$ cat config.mk
export PLATFORM = sky130hd
export DESIGN_NAME = sine_cosine_table_interp
export DESIGN_NICKNAME = d
export VERILOG_FILES = /design/src/hdl/sctab_pkg.sv /design/src/hdl/sctab_rom.sv /design/src/hdl/sine_cosine_table_interp.sv
export SDC_FILE = /design/constraint.sdc
export NUM_CORES = 1
export LEC_CHECK = 0
export BUFFER_PORTS_ARGS = -buffer_cell sky130_fd_sc_hd__buf_4
export CAP_MARGIN = 10
export CORE_ASPECT_RATIO = 1.4
export CORE_MARGIN = 8
export CORE_UTILIZATION = 26
export DETAILED_ROUTE_END_ITERATION = 8
export GPL_ROUTABILITY_DRIVEN = 0
export PLACE_DENSITY = 0.43
export SYNTH_ARGS = -nofsm -noshare
export SYNTH_HDL_FRONTEND = slang
export SYNTH_SLANG_ARGS = --single-unit
$ cat constraint.sdc
create_clock -name clk_i -period 8.54 [get_ports clk_i]
set_input_delay 1.708 -clock clk_i [delete_from_list [all_inputs] [get_ports clk_i]]
set_output_delay 1.708 -clock clk_i [all_outputs]
set_load 0.005 [all_outputs]
$ cat src/hdl/sctab_pkg.sv
// shared constants and quarter-wave sample table for the sine/cosine unit
package sctab_pkg;

  localparam int unsigned AngleW    = 16;
  localparam int unsigned ValueW    = 16;
  localparam int unsigned FracW     = 7;
  localparam int unsigned TableLen  = 130;
  localparam int unsigned IdxW      = $clog2(TableLen);
  localparam int unsigned FoldW     = 15;
  localparam int unsigned DiffW     = ValueW + 1;
  localparam int unsigned ProdW     = DiffW + FracW;

  localparam logic [AngleW-1:0] QuarterTurn = 16'd16384;
  localparam logic [AngleW-1:0] HalfTurn    = 16'd32768;
  localparam logic [IdxW-1:0]   IdxMax      = IdxW'(TableLen - 2);

  typedef enum logic {
    CmdSine   = 1'b0,
    CmdCosine = 1'b1
  } cmd_e;

  typedef logic signed [ValueW-1:0] sample_t;

  localparam sample_t QuarterWave [TableLen] = '{
    16'sd0,     16'sd402,   16'sd804,   16'sd1206,  16'sd1607,  16'sd2009,
    16'sd2410,  16'sd2811,  16'sd3211,  16'sd3611,  16'sd4011,  16'sd4409,
    16'sd4807,  16'sd5205,  16'sd5601,  16'sd5997,  16'sd6392,  16'sd6786,
    16'sd7179,  16'sd7571,  16'sd7961,  16'sd8351,  16'sd8739,  16'sd9126,
    16'sd9511,  16'sd9895,  16'sd10278, 16'sd10659, 16'sd11038, 16'sd11416,
    16'sd11792, 16'sd12166, 16'sd12539, 16'sd12909, 16'sd13278, 16'sd13645,
    16'sd14009, 16'sd14372, 16'sd14732, 16'sd15090, 16'sd15446, 16'sd15799,
    16'sd16150, 16'sd16499, 16'sd16845, 16'sd17189, 16'sd17530, 16'sd17868,
    16'sd18204, 16'sd18537, 16'sd18867, 16'sd19194, 16'sd19519, 16'sd19840,
    16'sd20159, 16'sd20474, 16'sd20787, 16'sd21096, 16'sd21402, 16'sd21705,
    16'sd22004, 16'sd22301, 16'sd22594, 16'sd22883, 16'sd23169, 16'sd23452,
    16'sd23731, 16'sd24006, 16'sd24278, 16'sd24546, 16'sd24811, 16'sd25072,
    16'sd25329, 16'sd25582, 16'sd25831, 16'sd26077, 16'sd26318, 16'sd26556,
    16'sd26789, 16'sd27019, 16'sd27244, 16'sd27466, 16'sd27683, 16'sd27896,
    16'sd28105, 16'sd28309, 16'sd28510, 16'sd28706, 16'sd28897, 16'sd29085,
    16'sd29268, 16'sd29446, 16'sd29621, 16'sd29790, 16'sd29955, 16'sd30116,
    16'sd30272, 16'sd30424, 16'sd30571, 16'sd30713, 16'sd30851, 16'sd30984,
    16'sd31113, 16'sd31236, 16'sd31356, 16'sd31470, 16'sd31580, 16'sd31684,
    16'sd31785, 16'sd31880, 16'sd31970, 16'sd32056, 16'sd32137, 16'sd32213,
    16'sd32284, 16'sd32350, 16'sd32412, 16'sd32468, 16'sd32520, 16'sd32567,
    16'sd32609, 16'sd32646, 16'sd32678, 16'sd32705, 16'sd32727, 16'sd32744,
    16'sd32757, 16'sd32764, 16'sd32767, 16'sd32764
  };

endpackage

$ cat src/hdl/sctab_rom.sv
// quarter-wave sample rom with two registered read ports
module sctab_rom (
  input  logic                          clk_i,
  input  logic [sctab_pkg::IdxW-1:0]    addr0_i,
  input  logic [sctab_pkg::IdxW-1:0]    addr1_i,
  output sctab_pkg::sample_t            data0_o,
  output sctab_pkg::sample_t            data1_o
);

  sctab_pkg::sample_t data0_q, data1_q;

  always_ff @(posedge clk_i) begin
    data0_q <= sctab_pkg::QuarterWave[addr0_i];
    data1_q <= sctab_pkg::QuarterWave[addr1_i];
  end

  assign data0_o = data0_q;
  assign data1_o = data1_q;

endmodule

$ cat src/hdl/sine_cosine_table_interp.sv
// sine/cosine by quarter-wave table lookup with linear interpolation
// a beat taken passes the rom read, product and output registers in order, then shows on value_o with done_o
// throughput: one beat per cycle, busy never rises; the rom read, the
//   interpolation multiply and the final add/negate each take one pipeline stage
// reset clears only the stage valid bits; no result is lost or held since the receiver cannot stall
module sine_cosine_table_interp (
  input  logic                                 clk_i,
  input  logic                                 rst_ni,
  input  logic                                 start,
  output logic                                 busy,
  input  logic                                 command_i,
  input  logic [sctab_pkg::AngleW-1:0]         angle_i,
  output logic signed [sctab_pkg::ValueW-1:0]  value_o,
  output logic                                 done_o
);

  logic                                  accept;
  logic [sctab_pkg::AngleW-1:0]          ang;
  logic [sctab_pkg::AngleW-1:0]          folded_full;
  logic [sctab_pkg::FoldW-1:0]           folded;
  logic [sctab_pkg::IdxW-1:0]            idx;
  logic [sctab_pkg::IdxW-1:0]            idx_next;

  logic                                  v1_q, v2_q, v3_q;
  logic                                  neg1_q, neg2_q;
  logic [sctab_pkg::FracW-1:0]           frac1_q;
  sctab_pkg::sample_t                    s0, s1;
  sctab_pkg::sample_t                    s0_2_q;
  logic signed [sctab_pkg::DiffW-1:0]    diff;
  logic signed [sctab_pkg::ProdW-1:0]    prod_d, prod_q;
  logic signed [sctab_pkg::DiffW-1:0]    sum;
  logic signed [sctab_pkg::DiffW-1:0]    res;
  logic signed [sctab_pkg::ValueW-1:0]   value_q;

  assign busy   = 1'b0;
  assign accept = start & ~busy;

  // cosine is sine a quarter turn ahead
  always_comb begin
    ang = angle_i;
    if (sctab_pkg::cmd_e'(command_i) == sctab_pkg::CmdCosine) begin
      ang = angle_i + sctab_pkg::QuarterTurn;
    end
    // mirror the second quarter of the half turn
    if (ang[14]) begin
      folded_full = sctab_pkg::HalfTurn - {1'b0, ang[14:0]};
    end else begin
      folded_full = {1'b0, ang[14:0]};
    end
    folded = folded_full[sctab_pkg::FoldW-1:0];
    idx    = folded[sctab_pkg::FoldW-1:sctab_pkg::FracW];
    if (idx > sctab_pkg::IdxMax) begin
      idx = sctab_pkg::IdxMax;
    end
    idx_next = idx + 1'b1;
  end

  sctab_rom u_rom (
    .clk_i   (clk_i),
    .addr0_i (idx),
    .addr1_i (idx_next),
    .data0_o (s0),
    .data1_o (s1)
  );

  always_ff @(posedge clk_i or negedge rst_ni) begin
    if (!rst_ni) begin
      v1_q <= 1'b0;
      v2_q <= 1'b0;
      v3_q <= 1'b0;
    end else begin
      v1_q <= accept;
      v2_q <= v1_q;
      v3_q <= v2_q;
    end
  end

  always_ff @(posedge clk_i) begin
    frac1_q <= folded[sctab_pkg::FracW-1:0];
    neg1_q  <= ang[sctab_pkg::AngleW-1];
    s0_2_q  <= s0;
    neg2_q  <= neg1_q;
    prod_q  <= prod_d;
    value_q <= res[sctab_pkg::ValueW-1:0];
  end

  assign diff   = sctab_pkg::DiffW'(s1) - sctab_pkg::DiffW'(s0);
  assign prod_d = sctab_pkg::ProdW'($signed({1'b0, frac1_q}))
                * sctab_pkg::ProdW'(diff);

  // arithmetic shift floors, matching the interpolation rounding
  always_comb begin
    sum = sctab_pkg::DiffW'(s0_2_q)
        + sctab_pkg::DiffW'(prod_q >>> sctab_pkg::FracW);
    res = neg2_q ? -sum : sum;
  end

  assign value_o = value_q;
  assign done_o  = v3_q;

endmodule
==> impl_metrics.prom, run 1 <==
# TYPE chip_impl_metric gauge
chip_impl_info{name="run_status",value="finished clean"} 1
chip_impl_metric{name="finalNetCount",unit=""} 1848
chip_impl_metric{name="cts-hold-fix-buffers",unit=""} 0
chip_impl_metric{name="grt_start_max_net_pins",unit=""} 61
chip_impl_metric{name="grt_pass1_wl",unit="mm"} 77.89
chip_impl_metric{name="clk_pin_slew",unit="ps"} 80
chip_impl_info{name="critical_path_class",value="reg2reg"} 1
chip_impl_metric{name="postCtsSetupBuffers",unit=""} 0
chip_impl_metric{name="routedWlPerCell",unit="um"} 22.38
chip_impl_info{name="tritoncts_clock_tree",value="yes"} 1
chip_impl_metric{name="cts_buffers",unit=""} 9
chip_impl_metric{name="routed_via_density",unit=""} 5.603
chip_impl_metric{name="reg2regPathDepth",unit=""} 26
chip_impl_metric{name="synth.mux.area_fraction",unit="%"} 0.8158
chip_impl_metric{name="die_height",unit="um"} 279.4
chip_impl_metric{name="yosys.cell_types.count",unit=""} 96
chip_impl_metric{name="finClkSkew",unit="ps"} 17.26
chip_impl_info{name="synth_area_leaders",value="sky130_fd_sc_hd__fa_1, sky130_fd_sc_hd__dfxtp_1, sky130_fd_sc_hd__ha_1, sky130_fd_sc_hd__inv_1, sky130_fd_sc_hd__o21ai_0"} 1
chip_impl_info{name="worst_setup_path_end_kind",value="flop"} 1
chip_impl_metric{name="synth-xor-area-share",unit="%"} 5.837
chip_impl_metric{name="finalSetupViolations",unit=""} 0
chip_impl_info{name="type_of_the_most_critical_hold_path",value="reg2reg"} 1
chip_impl_metric{name="timing_worst_slew_pin_value",unit="ps"} 1067
chip_impl_metric{name="cts-root-to-sink-buffers",unit=""} 2
chip_impl_info{name="timing.critical_path.mode_cell",value="sky130_fd_sc_hd__fa_1"} 1
chip_impl_metric{name="drv.max_cap_violation_count",unit=""} 0
chip_impl_metric{name="avgSynthCellArea",unit="um^2"} 7.687
chip_impl_metric{name="worstPathRequired",unit="ps"} 8850
chip_impl_info{name="dominant_combinational_cell_family_by_area_after_synthesis",value="compound AO/OA/AOI/OAI gates"} 1
chip_impl_metric{name="insertion_delay",unit="ps"} 370
chip_impl_metric{name="grt_antenna_before_repair",unit=""} 2
chip_impl_metric{name="io-pin-count",unit=""} 38
chip_impl_metric{name="num_vias",unit=""} 12780
chip_impl_metric{name="crit_path_max_incr_delay",unit="ps"} 550
chip_impl_metric{name="grt_pass1_vias",unit=""} 12860
chip_impl_metric{name="sinks_on_the_clock_net",unit=""} 89
chip_impl_metric{name="synth_fp_nets",unit=""} 1886
chip_impl_info{name="synthFlopType",value="sky130_fd_sc_hd__dfxtp_1"} 1
chip_impl_metric{name="netlist_instances",unit=""} 1676
chip_impl_metric{name="synth_simple_gate_area_share",unit="%"} 20.15
chip_impl_info{name="count_leader_synth",value="sky130_fd_sc_hd__inv_1"} 1
chip_impl_metric{name="drtAntennaViolNets",unit=""} 0
chip_impl_metric{name="post-route-min-period",unit="ps"} 6975
chip_impl_metric{name="count_of_final_hold_check_violations",unit=""} 0
chip_impl_metric{name="drt-pass1-iter-count",unit=""} 5
chip_impl_metric{name="port_buffers",unit=""} 36
chip_impl_info{name="rsz0062_at_grt",value="no"} 1
chip_impl_metric{name="synth-edff-count",unit=""} 0
chip_impl_info{name="worst_path_max_delay_cell",value="sky130_fd_sc_hd__fa_1"} 1
chip_impl_metric{name="share_of_cells_above_drive_strength_1",unit="%"} 8.156
chip_impl_info{name="netlist_top_cells_count",value="sky130_fd_sc_hd__inv_1, sky130_fd_sc_hd__nand2_1, sky130_fd_sc_hd__nor2_1"} 1
chip_impl_metric{name="finalNonFillerCells",unit=""} 2281
chip_impl_metric{name="initial_detailed_routing_violation_count",unit=""} 1241
chip_impl_metric{name="synth_compound_area_share",unit="%"} 26.90
chip_impl_metric{name="mappedNetlistArea",unit="um^2"} 12880
chip_impl_metric{name="clock_tree.htree_level_count",unit=""} 3
chip_impl_metric{name="fmaxAchievable",unit="MHz"} 143.4
chip_impl_metric{name="numPlacedInstances",unit=""} 2264
chip_impl_metric{name="core",unit="um^2"} 49010
chip_impl_metric{name="rows",unit=""} 96
chip_impl_metric{name="initial_utilization",unit="%"} 26.29
chip_impl_metric{name="drt_drc_violations_left",unit=""} 0
chip_impl_metric{name="postSynthRegisterBits",unit=""} 89
chip_impl_metric{name="finalCritPeriodShare",unit="%"} 81.67
chip_impl_metric{name="layout.filler_cells",unit=""} 5374
chip_impl_metric{name="synth.yosys.warnings",unit=""} 0
chip_impl_metric{name="ys_seq_area_share",unit="%"} 13.95
chip_impl_metric{name="areaGrowthSynthToFinish",unit="%"} 8.827
chip_impl_info{name="setup.worst_path.start_class",value="flop"} 1
chip_impl_metric{name="postRouteWirelength",unit="mm"} 51.05
chip_impl_metric{name="groute.usage.overall",unit="%"} 17.56
chip_impl_metric{name="worst_hold_path.num_cells",unit=""} 0
chip_impl_metric{name="final.setup.tns",unit="ps"} 0
chip_impl_metric{name="slew-limit-headroom",unit="%"} 27.05
chip_impl_metric{name="grt.overflow.total",unit=""} 0
chip_impl_metric{name="timing.critical_path.fanout_max",unit=""} 7
chip_impl_metric{name="synth-adder-area-share",unit="%"} 23.66
chip_impl_info{name="synth_area_leader_cell",value="sky130_fd_sc_hd__fa_1"} 1
chip_impl_info{name="clk_root_buffer_cell",value="sky130_fd_sc_hd__clkbuf_16"} 1
chip_impl_metric{name="post_cts.resized_instances",unit=""} 0
chip_impl_metric{name="final_max_slew_viol_count",unit=""} 0
chip_impl_metric{name="async_flop_share",unit="%"} 3.371
chip_impl_metric{name="worstPathArrival",unit="ps"} 7280
chip_impl_metric{name="detailedPlacementHpwl",unit="mm"} 37.84
chip_impl_metric{name="post-synth-top-area-fraction",unit="%"} 13.67
chip_impl_metric{name="die_area",unit="um^2"} 57030
chip_impl_metric{name="die_w",unit="um"} 204.1
## layout by cell type, fill, tap and decap left out, drive strengths merged, types with 17 or more instances in the layout
master  Yosys  routed
buf        46      72
nand2     128     128
xnor2      54      54
nor3       39      39
o211ai     36      36
xor2       22      22
dfxtp      86      86
inv       155     158
a21o       19      19
and2       88      88
o21ai     115     115
nand3      51      51
a211oi     33      33
a31oi      35      35
nor2      119     119
ha        102     102
nor4       18      18
o311ai     17      17
a21oi     107     107
fa         88      88
nor2b      18      18
## kinds of logic (layout without fill, tap and decap cells)
logic type / count (synthesis) / after routing
other: 1 / 2
adders and majority gates: 191 / 191
AOI/OAI and AO/OA: 515 / 515
xor gates and xnor gates: 76 / 76
buffers and inverters: 278 / 245
DFF: 89 / 89
muxes: 8 / 8
and+or+nand+nor: 518 / 518
## per-layer routing
layer	vias up	track usage, %	routed length (um)	share of wire [%]
met5	-	0	12	0.024
met4	2	11.54	3416	6.7
met3	199	2.382	3269	6.4
met2	616	31.20	25460	50
met1	6111	19.25	18900	37
li1	5852	-	-	-
## per-stage QoR
| stage | hold slack, ps | setup slack (ps) | util (%) | cell area, um^2 |
|---|---|---|---|---|
| final | 334.7 | 1565 | 28.61 | 14020 |
| after global routing | 350.7 | 1120 | 28.61 | 14020 |
| after CTS | 336.3 | 1544 | 28.61 | 14020 |
| after detailed placement | 341.1 | 1567 | 28.02 | 13730 |
| after global placement | 336.9 | 1657 | 28.02 | 13730 |
| after floorplan | 309.6 | 1924 | - | 12880 |
## worst max-delay path, delay by kind of cell (launching register included)
family	cells	cell delay, ps
compound gates	11	2550
xor+xnor	2	640
flops	1	400
fa+ha+maj	6	2600
buf+inv	3	150
simple gates	4	560
## path summary, 6_finish.rpt
path                             startpoint    endpoint  slack (ps)
min reg2reg                u_rom.data0_o[3]   s0_2_q[3]         330
max in group asynchronous            rst_ni        v1_q        7330
max reg2reg                u_rom.data0_o[1]  prod_q[22]        1560
min                        u_rom.data0_o[3]   s0_2_q[3]         330
min in group asynchronous            rst_ni        v2_q        1120
max                        u_rom.data0_o[1]  prod_q[22]        1560
## area by class of cell
type / instances / area [um^2] / share of cell area (%)
multi-input cells: 1309 / 10000 / 71.34
flip-flops and latches: 89 / 1797 / 12.81
well taps: 637 / 797.0 / 5.684
inverters: 157 / 594.3 / 4.239
repair buffers: 72 / 540.5 / 3.855
clock buffers: 9 / 225.2 / 1.606
clock inverters: 7 / 62.56 / 0.4462
diodes: 1 / 2.502 / 0.01785
## state kept, by name, indices dropped and copies added, names as in the netlist
signal / flops
prod_q: 16
value_o: 16
s0_2_q: 15
u_rom.data0_o: 15
u_rom.data1_o: 15
frac1_q: 7
done_o: 1
neg1_q: 1
neg2_q: 1
v1_q: 1
v2_q: 1
Power of run 1 is not shown: default switching activity piles up to over one toggle a cycle in this logic, so the estimate is an artifact.
==> inputs of run 2 (changes only) <==
==> constraint.sdc (replaced) <==
create_clock -name clk_i -period 6.5 [get_ports clk_i]
set_input_delay 1.3 -clock clk_i [delete_from_list [all_inputs] [get_ports clk_i]]
set_output_delay 1.3 -clock clk_i [all_outputs]
set_load 0.005 [all_outputs]
==> impl_metrics.prom, run 2 (synthesis results as in run 1) <==
# TYPE chip_impl_metric gauge
chip_impl_info{name="run_status",value="finished clean"} 1
chip_impl_metric{name="insertion_delay",unit="ps"} 370
chip_impl_info{name="timing.rr.start",value="u_rom.data1_o[0]"} 1
chip_impl_metric{name="worstPathArrival",unit="ps"} 6640
chip_impl_metric{name="grt.overflow.total",unit=""} 0
chip_impl_info{name="type_of_the_most_critical_hold_path",value="reg2reg"} 1
chip_impl_metric{name="timing.critical_path.fanout_max",unit=""} 3
chip_impl_info{name="worst_path_max_delay_cell",value="sky130_fd_sc_hd__fa_1"} 1
chip_impl_metric{name="worst-path-stages",unit=""} 27
chip_impl_metric{name="slew-limit-headroom",unit="%"} 8.436
chip_impl_info{name="hold_path_end",value="s0_2_q[6]"} 1
chip_impl_metric{name="detailedPlacementHpwl",unit="mm"} 38.67
chip_impl_info{name="hold_path_startpoint",value="u_rom.data0_o[6]"} 1
chip_impl_metric{name="areaGrowthSynthToFinish",unit="%"} 13.12
chip_impl_metric{name="final_max_slew_viol_count",unit=""} 0
chip_impl_metric{name="drt_drc_violations_left",unit=""} 0
chip_impl_metric{name="post-route-min-period",unit="ps"} 6338
chip_impl_metric{name="die_height",unit="um"} 279.4
chip_impl_info{name="most_frequent_standard_cell_in_the_layout_excluding_fill_and_tap_cells",value="sky130_fd_sc_hd__inv_1"} 1
chip_impl_metric{name="drv.max_cap_violation_count",unit=""} 0
chip_impl_info{name="rsz0062_at_grt",value="yes"} 1
chip_impl_metric{name="num_vias",unit=""} 12870
chip_impl_metric{name="grt_start_max_net_pins",unit=""} 87
chip_impl_info{name="tritoncts_clock_tree",value="yes"} 1
chip_impl_metric{name="drt-pass1-iter-count",unit=""} 5
chip_impl_info{name="worst_setup_path_end_kind",value="flop"} 1
chip_impl_metric{name="grt_pass1_vias",unit=""} 13100
chip_impl_metric{name="die_w",unit="um"} 204.1
chip_impl_metric{name="final_setup_slack_of_the_worst_path",unit="ps"} 162.4
chip_impl_metric{name="finalSetupViolations",unit=""} 0
chip_impl_metric{name="sinks_on_the_clock_net",unit=""} 89
chip_impl_metric{name="worstPathRequired",unit="ps"} 6800
chip_impl_metric{name="finClkSkew",unit="ps"} 13.09
chip_impl_metric{name="grt_antenna_before_repair",unit=""} 0
chip_impl_metric{name="die_area",unit="um^2"} 57030
chip_impl_info{name="critical_path.top_delay_family",value="adder cells"} 1
chip_impl_metric{name="routed_via_density",unit=""} 5.519
chip_impl_metric{name="preCtsSetupSlack",unit="ps"} -30.66
chip_impl_metric{name="port_buffers",unit=""} 36
chip_impl_info{name="critical_path_class",value="reg2reg"} 1
chip_impl_info{name="r2r_end",value="prod_q[22]"} 1
chip_impl_metric{name="grt_pass1_wl",unit="mm"} 78.29
chip_impl_metric{name="io-pin-count",unit=""} 38
chip_impl_metric{name="reg2regPathDepth",unit=""} 27
chip_impl_metric{name="clock_tree.htree_level_count",unit=""} 3
chip_impl_info{name="setup.worst_path.start_class",value="flop"} 1
chip_impl_metric{name="initial_detailed_routing_violation_count",unit=""} 1048
chip_impl_metric{name="count_of_final_hold_check_violations",unit=""} 0
chip_impl_metric{name="share_of_cells_above_drive_strength_1",unit="%"} 12.74
chip_impl_metric{name="drtAntennaViolNets",unit=""} 0
chip_impl_metric{name="worst-path-buf-inv",unit=""} 4
chip_impl_metric{name="timing_worst_slew_pin_value",unit="ps"} 1359
chip_impl_metric{name="postRouteWirelength",unit="mm"} 51.06
chip_impl_metric{name="routedWlPerCell",unit="um"} 21.89
chip_impl_metric{name="cts-hold-fix-buffers",unit=""} 0
chip_impl_metric{name="finalCritPeriodShare",unit="%"} 97.50
chip_impl_metric{name="count_of_antenna_diodes_in_the_layout",unit=""} 0
chip_impl_metric{name="groute.usage.overall",unit="%"} 17.56
chip_impl_metric{name="worst_hold_path.num_cells",unit=""} 0
chip_impl_metric{name="fmaxAchievable",unit="MHz"} 157.8
chip_impl_metric{name="cts-root-to-sink-buffers",unit=""} 2
chip_impl_metric{name="initial_utilization",unit="%"} 26.29
chip_impl_info{name="timing.critical_path.mode_cell",value="sky130_fd_sc_hd__fa_1"} 1
chip_impl_info{name="mostFrequentLayoutCells",value="sky130_fd_sc_hd__inv_1, sky130_fd_sc_hd__nand2_1, sky130_fd_sc_hd__buf_4, sky130_fd_sc_hd__nor2_1, sky130_fd_sc_hd__o21ai_0"} 1
chip_impl_metric{name="crit_path_max_incr_delay",unit="ps"} 580
chip_impl_metric{name="r2r_slack",unit="ps"} 160
chip_impl_metric{name="rows",unit=""} 96
chip_impl_metric{name="finalNetCount",unit=""} 1900
chip_impl_metric{name="whs",unit="ps"} 351.5
chip_impl_metric{name="cts_buffers",unit=""} 9
chip_impl_info{name="clk_root_buffer_cell",value="sky130_fd_sc_hd__clkbuf_16"} 1
chip_impl_metric{name="clk_pin_slew",unit="ps"} 80
chip_impl_metric{name="core",unit="um^2"} 49010
run 2: changes by cell type in the layout (fill, tap and decap cells not counted), sizes merged:
cell	change
inv	-1
buf	+52
diode	-1
clkbuf	+1
run 2: what timing repair did:
action	CTS	global route
setup endpoints to repair	1	4
pin swaps	0	26
buffers inserted	1	1
resized for setup	1	34
run 2: final cells by class:
class | instances | area (um^2)
Sequential cell | 89 | 1800
Multi-Input combinational cell | 1309 | 10150
Clock inverter | 6 | 51.30
Tap cell | 637 | 797.0
Fill cell | 5320 | 34430
Timing Repair Buffer | 124 | 955.9
Clock buffer | 10 | 229.0
Inverter | 157 | 594.3
run 2: how the worst max path moves through the flow:
stage	from	endpoint
4_1_cts	u_rom.data0_o[1]	prod_q[22]
2_1_floorplan	u_rom.data0_o[2]	prod_q[22]
3_3_place_gp	u_rom.data0_o[2]	prod_q[22]
5_1_grt	u_rom.data1_o[0]	prod_q[22]
6_report	u_rom.data1_o[0]	prod_q[22]
3_5_place_dp	u_rom.data0_o[0]	prod_q[22]
run 2: per-layer routing:
metal | routed length (um) | GRT usage, % | share of wire [%]
met2 | 25580 | 30.86 | 50
met4 | 3880 | 12.84 | 7.6
met5 | 0 | 0 | 0
met1 | 18970 | 19.22 | 37
met3 | 2633 | 2.093 | 5.2
run 2: stage by stage:
stage                     cells  util, %  area [um^2]  TNS, ps
after floorplan            1676        -        12880        0
after global placement     2314    28.82        14120        0
after detailed placement   2314    28.82        14120   -30.66
after CTS                  2331    29.42        14420        0
after global routing       2332    29.74        14570   -71.15
final                      2332    29.74        14570        0
Power of run 2 is left out for the same reason.
==> inputs of run 3 (changes only) <==
==> constraint.sdc (replaced) <==
create_clock -name clk_i -period 6.5 [get_ports clk_i]
set_input_delay 0.65 -clock clk_i [delete_from_list [all_inputs] [get_ports clk_i]]
set_output_delay 0.65 -clock clk_i [all_outputs]
set_load 0.005 [all_outputs]
==> impl_metrics.prom, run 3 (synthesis results as in run 1) <==
# TYPE chip_impl_metric gauge
chip_impl_info{name="run_status",value="finished clean"} 1
chip_impl_metric{name="grt_start_max_net_pins",unit=""} 87
chip_impl_metric{name="detailedPlacementHpwl",unit="mm"} 38.29
chip_impl_metric{name="drt_drc_violations_left",unit=""} 0
chip_impl_metric{name="numPlacedInstances",unit=""} 2309
chip_impl_metric{name="finalNetCount",unit=""} 1897
chip_impl_metric{name="die_area",unit="um^2"} 57030
chip_impl_metric{name="worstPathRequired",unit="ps"} 6750
chip_impl_metric{name="grt_pass1_vias",unit=""} 12900
chip_impl_metric{name="preCtsSetupSlack",unit="ps"} -38.27
chip_impl_info{name="setup.worst_path.start_class",value="flop"} 1
chip_impl_metric{name="finClkSkew",unit="ps"} 10.87
chip_impl_metric{name="routed_via_density",unit=""} 5.555
chip_impl_metric{name="slew-limit-headroom",unit="%"} 16.15
chip_impl_metric{name="postRouteWirelength",unit="mm"} 50.88
chip_impl_info{name="tritoncts_clock_tree",value="yes"} 1
chip_impl_info{name="mostFrequentLayoutCells",value="sky130_fd_sc_hd__inv_1, sky130_fd_sc_hd__nand2_1, sky130_fd_sc_hd__buf_4, sky130_fd_sc_hd__nor2_1, sky130_fd_sc_hd__o21ai_0"} 1
chip_impl_metric{name="cts_buffers",unit=""} 9
chip_impl_metric{name="count_of_antenna_diodes_in_the_layout",unit=""} 0
chip_impl_metric{name="sinks_on_the_clock_net",unit=""} 89
chip_impl_metric{name="grt_pass1_wl",unit="mm"} 77.93
chip_impl_metric{name="grt_antenna_before_repair",unit=""} 0
chip_impl_metric{name="initial_utilization",unit="%"} 26.29
chip_impl_metric{name="finalSetupViolations",unit=""} 0
chip_impl_metric{name="rows",unit=""} 96
chip_impl_metric{name="fmaxAchievable",unit="MHz"} 159.9
chip_impl_metric{name="drv.max_cap_violation_count",unit=""} 0
chip_impl_info{name="worst_setup_path_end_kind",value="flop"} 1
chip_impl_metric{name="final_setup_slack_of_the_worst_path",unit="ps"} 244.9
chip_impl_metric{name="clock_tree.htree_level_count",unit=""} 3
chip_impl_metric{name="groute.usage.overall",unit="%"} 17.45
chip_impl_metric{name="finalNonFillerCells",unit=""} 2329
chip_impl_metric{name="final_max_slew_viol_count",unit=""} 0
chip_impl_metric{name="post-route-min-period",unit="ps"} 6255
chip_impl_metric{name="num_vias",unit=""} 12940
chip_impl_info{name="clk_root_buffer_cell",value="sky130_fd_sc_hd__clkbuf_16"} 1
chip_impl_info{name="most_frequent_standard_cell_in_the_layout_excluding_fill_and_tap_cells",value="sky130_fd_sc_hd__inv_1"} 1
chip_impl_metric{name="count_of_final_hold_check_violations",unit=""} 0
chip_impl_metric{name="grt.overflow.total",unit=""} 0
chip_impl_metric{name="die_height",unit="um"} 279.4
chip_impl_metric{name="initial_detailed_routing_violation_count",unit=""} 1092
chip_impl_info{name="type_of_the_most_critical_hold_path",value="in2async"} 1
chip_impl_info{name="critical_path_class",value="reg2reg"} 1
chip_impl_metric{name="routedWlPerCell",unit="um"} 21.85
chip_impl_metric{name="drt-pass1-iter-count",unit=""} 5
chip_impl_metric{name="drtAntennaViolNets",unit=""} 0
chip_impl_metric{name="timing.critical_path.fanout_max",unit=""} 3
chip_impl_metric{name="areaGrowthSynthToFinish",unit="%"} 13.61
chip_impl_metric{name="worstPathArrival",unit="ps"} 6500
chip_impl_metric{name="share_of_cells_above_drive_strength_1",unit="%"} 12.71
chip_impl_metric{name="cts-root-to-sink-buffers",unit=""} 2
chip_impl_metric{name="port_buffers",unit=""} 36
chip_impl_metric{name="insertion_delay",unit="ps"} 360
chip_impl_metric{name="die_w",unit="um"} 204.1
chip_impl_metric{name="finalCritPeriodShare",unit="%"} 96.23
chip_impl_metric{name="core",unit="um^2"} 49010
chip_impl_metric{name="timing_worst_slew_pin_value",unit="ps"} 1245
chip_impl_metric{name="layout.filler_cells",unit=""} 5312
chip_impl_metric{name="io-pin-count",unit=""} 38
chip_impl_metric{name="clk_pin_slew",unit="ps"} 70
==> run 3: per-stage QoR <==
stage | hold slack, ps | utilization, % | TNS, ps | area (um^2)
final | 57.76 | 29.87 | 0 | 14640
after global routing | 36.62 | 29.87 | -0.1710 | 14640
after CTS | 25.52 | 29.45 | 0 | 14430
after detailed placement | 335.7 | 28.74 | -38.27 | 14090
after global placement | 339.0 | 28.74 | -0.4907 | 14090
after floorplan | 309.6 | - | 0 | 12880
==> run 3: cell type report <==
cell class	instances	area, um^2	area share (%)
flip-flops and latches	89	1800	12.30
multi-input cells	1309	10180	69.56
inverters	157	594.3	4.061
clock inverters	5	66.31	0.4531
repair buffers	121	933.4	6.377
clock buffers	11	264.0	1.804
well taps	637	797.0	5.445
==> run 3: worst max-delay path, cell delays in order, from the launching register on <==
cell	delay (ps)
sky130_fd_sc_hd__dfxtp_1	300
sky130_fd_sc_hd__inv_2	60
sky130_fd_sc_hd__ha_4	140
sky130_fd_sc_hd__fa_2	210
sky130_fd_sc_hd__nor2b_2	50
sky130_fd_sc_hd__o31a_1	290
sky130_fd_sc_hd__or2_4	230
sky130_fd_sc_hd__or3_1	360
sky130_fd_sc_hd__a21oi_2	180
sky130_fd_sc_hd__xnor2_2	140
sky130_fd_sc_hd__and2_4	170
sky130_fd_sc_hd__fa_1	450
sky130_fd_sc_hd__fa_1	520
sky130_fd_sc_hd__fa_1	490
sky130_fd_sc_hd__inv_1	50
sky130_fd_sc_hd__fa_1	520
sky130_fd_sc_hd__inv_1	60
sky130_fd_sc_hd__ha_4	250
sky130_fd_sc_hd__and3_4	170
sky130_fd_sc_hd__a211oi_2	190
sky130_fd_sc_hd__a21oi_2	80
sky130_fd_sc_hd__nand3_1	80
sky130_fd_sc_hd__o211ai_1	120
sky130_fd_sc_hd__o41a_1	420
sky130_fd_sc_hd__a221o_1	370
sky130_fd_sc_hd__a21oi_2	140
sky130_fd_sc_hd__xnor2_1	80
==> run 3: final timing paths <==
| kind | slack (ps) | startpoint | cells past startpoint | end |
|---|---|---|---|---|
| setup / recovery | 240 | u_rom.data1_o[0] | 26 | prod_q[22] |
| setup reg to reg | 240 | u_rom.data1_o[0] | 26 | prod_q[22] |
| max in group asynchronous | 6350 | rst_ni | 1 | v1_q |
| hold reg to reg | 350 | v2_q | 0 | done_o |
| min in group clk_i | 350 | v2_q | 0 | done_o |
| hold / removal | 60 | rst_ni | 1 | done_o |
==> run 3: repair_timing <==
item / in CTS / in global routing
hold buffers: 0 / 0
pin swaps: 1 / 31
endpoints found under the setup margin: 1 / 4
cloned: 0 / 0
buffers inserted: 1 / 3
resized for setup: 2 / 35
==> run 3: layer usage <==
layer	vias up	routed length (um)	GRT usage (%)
met5	-	0	0
met2	567	25830	31.15
met4	0	2983	10.25
met3	173	2765	2.347
li1	5959	-	-
met1	6238	19310	19.48
Power of run 3 is left out for the same reason.
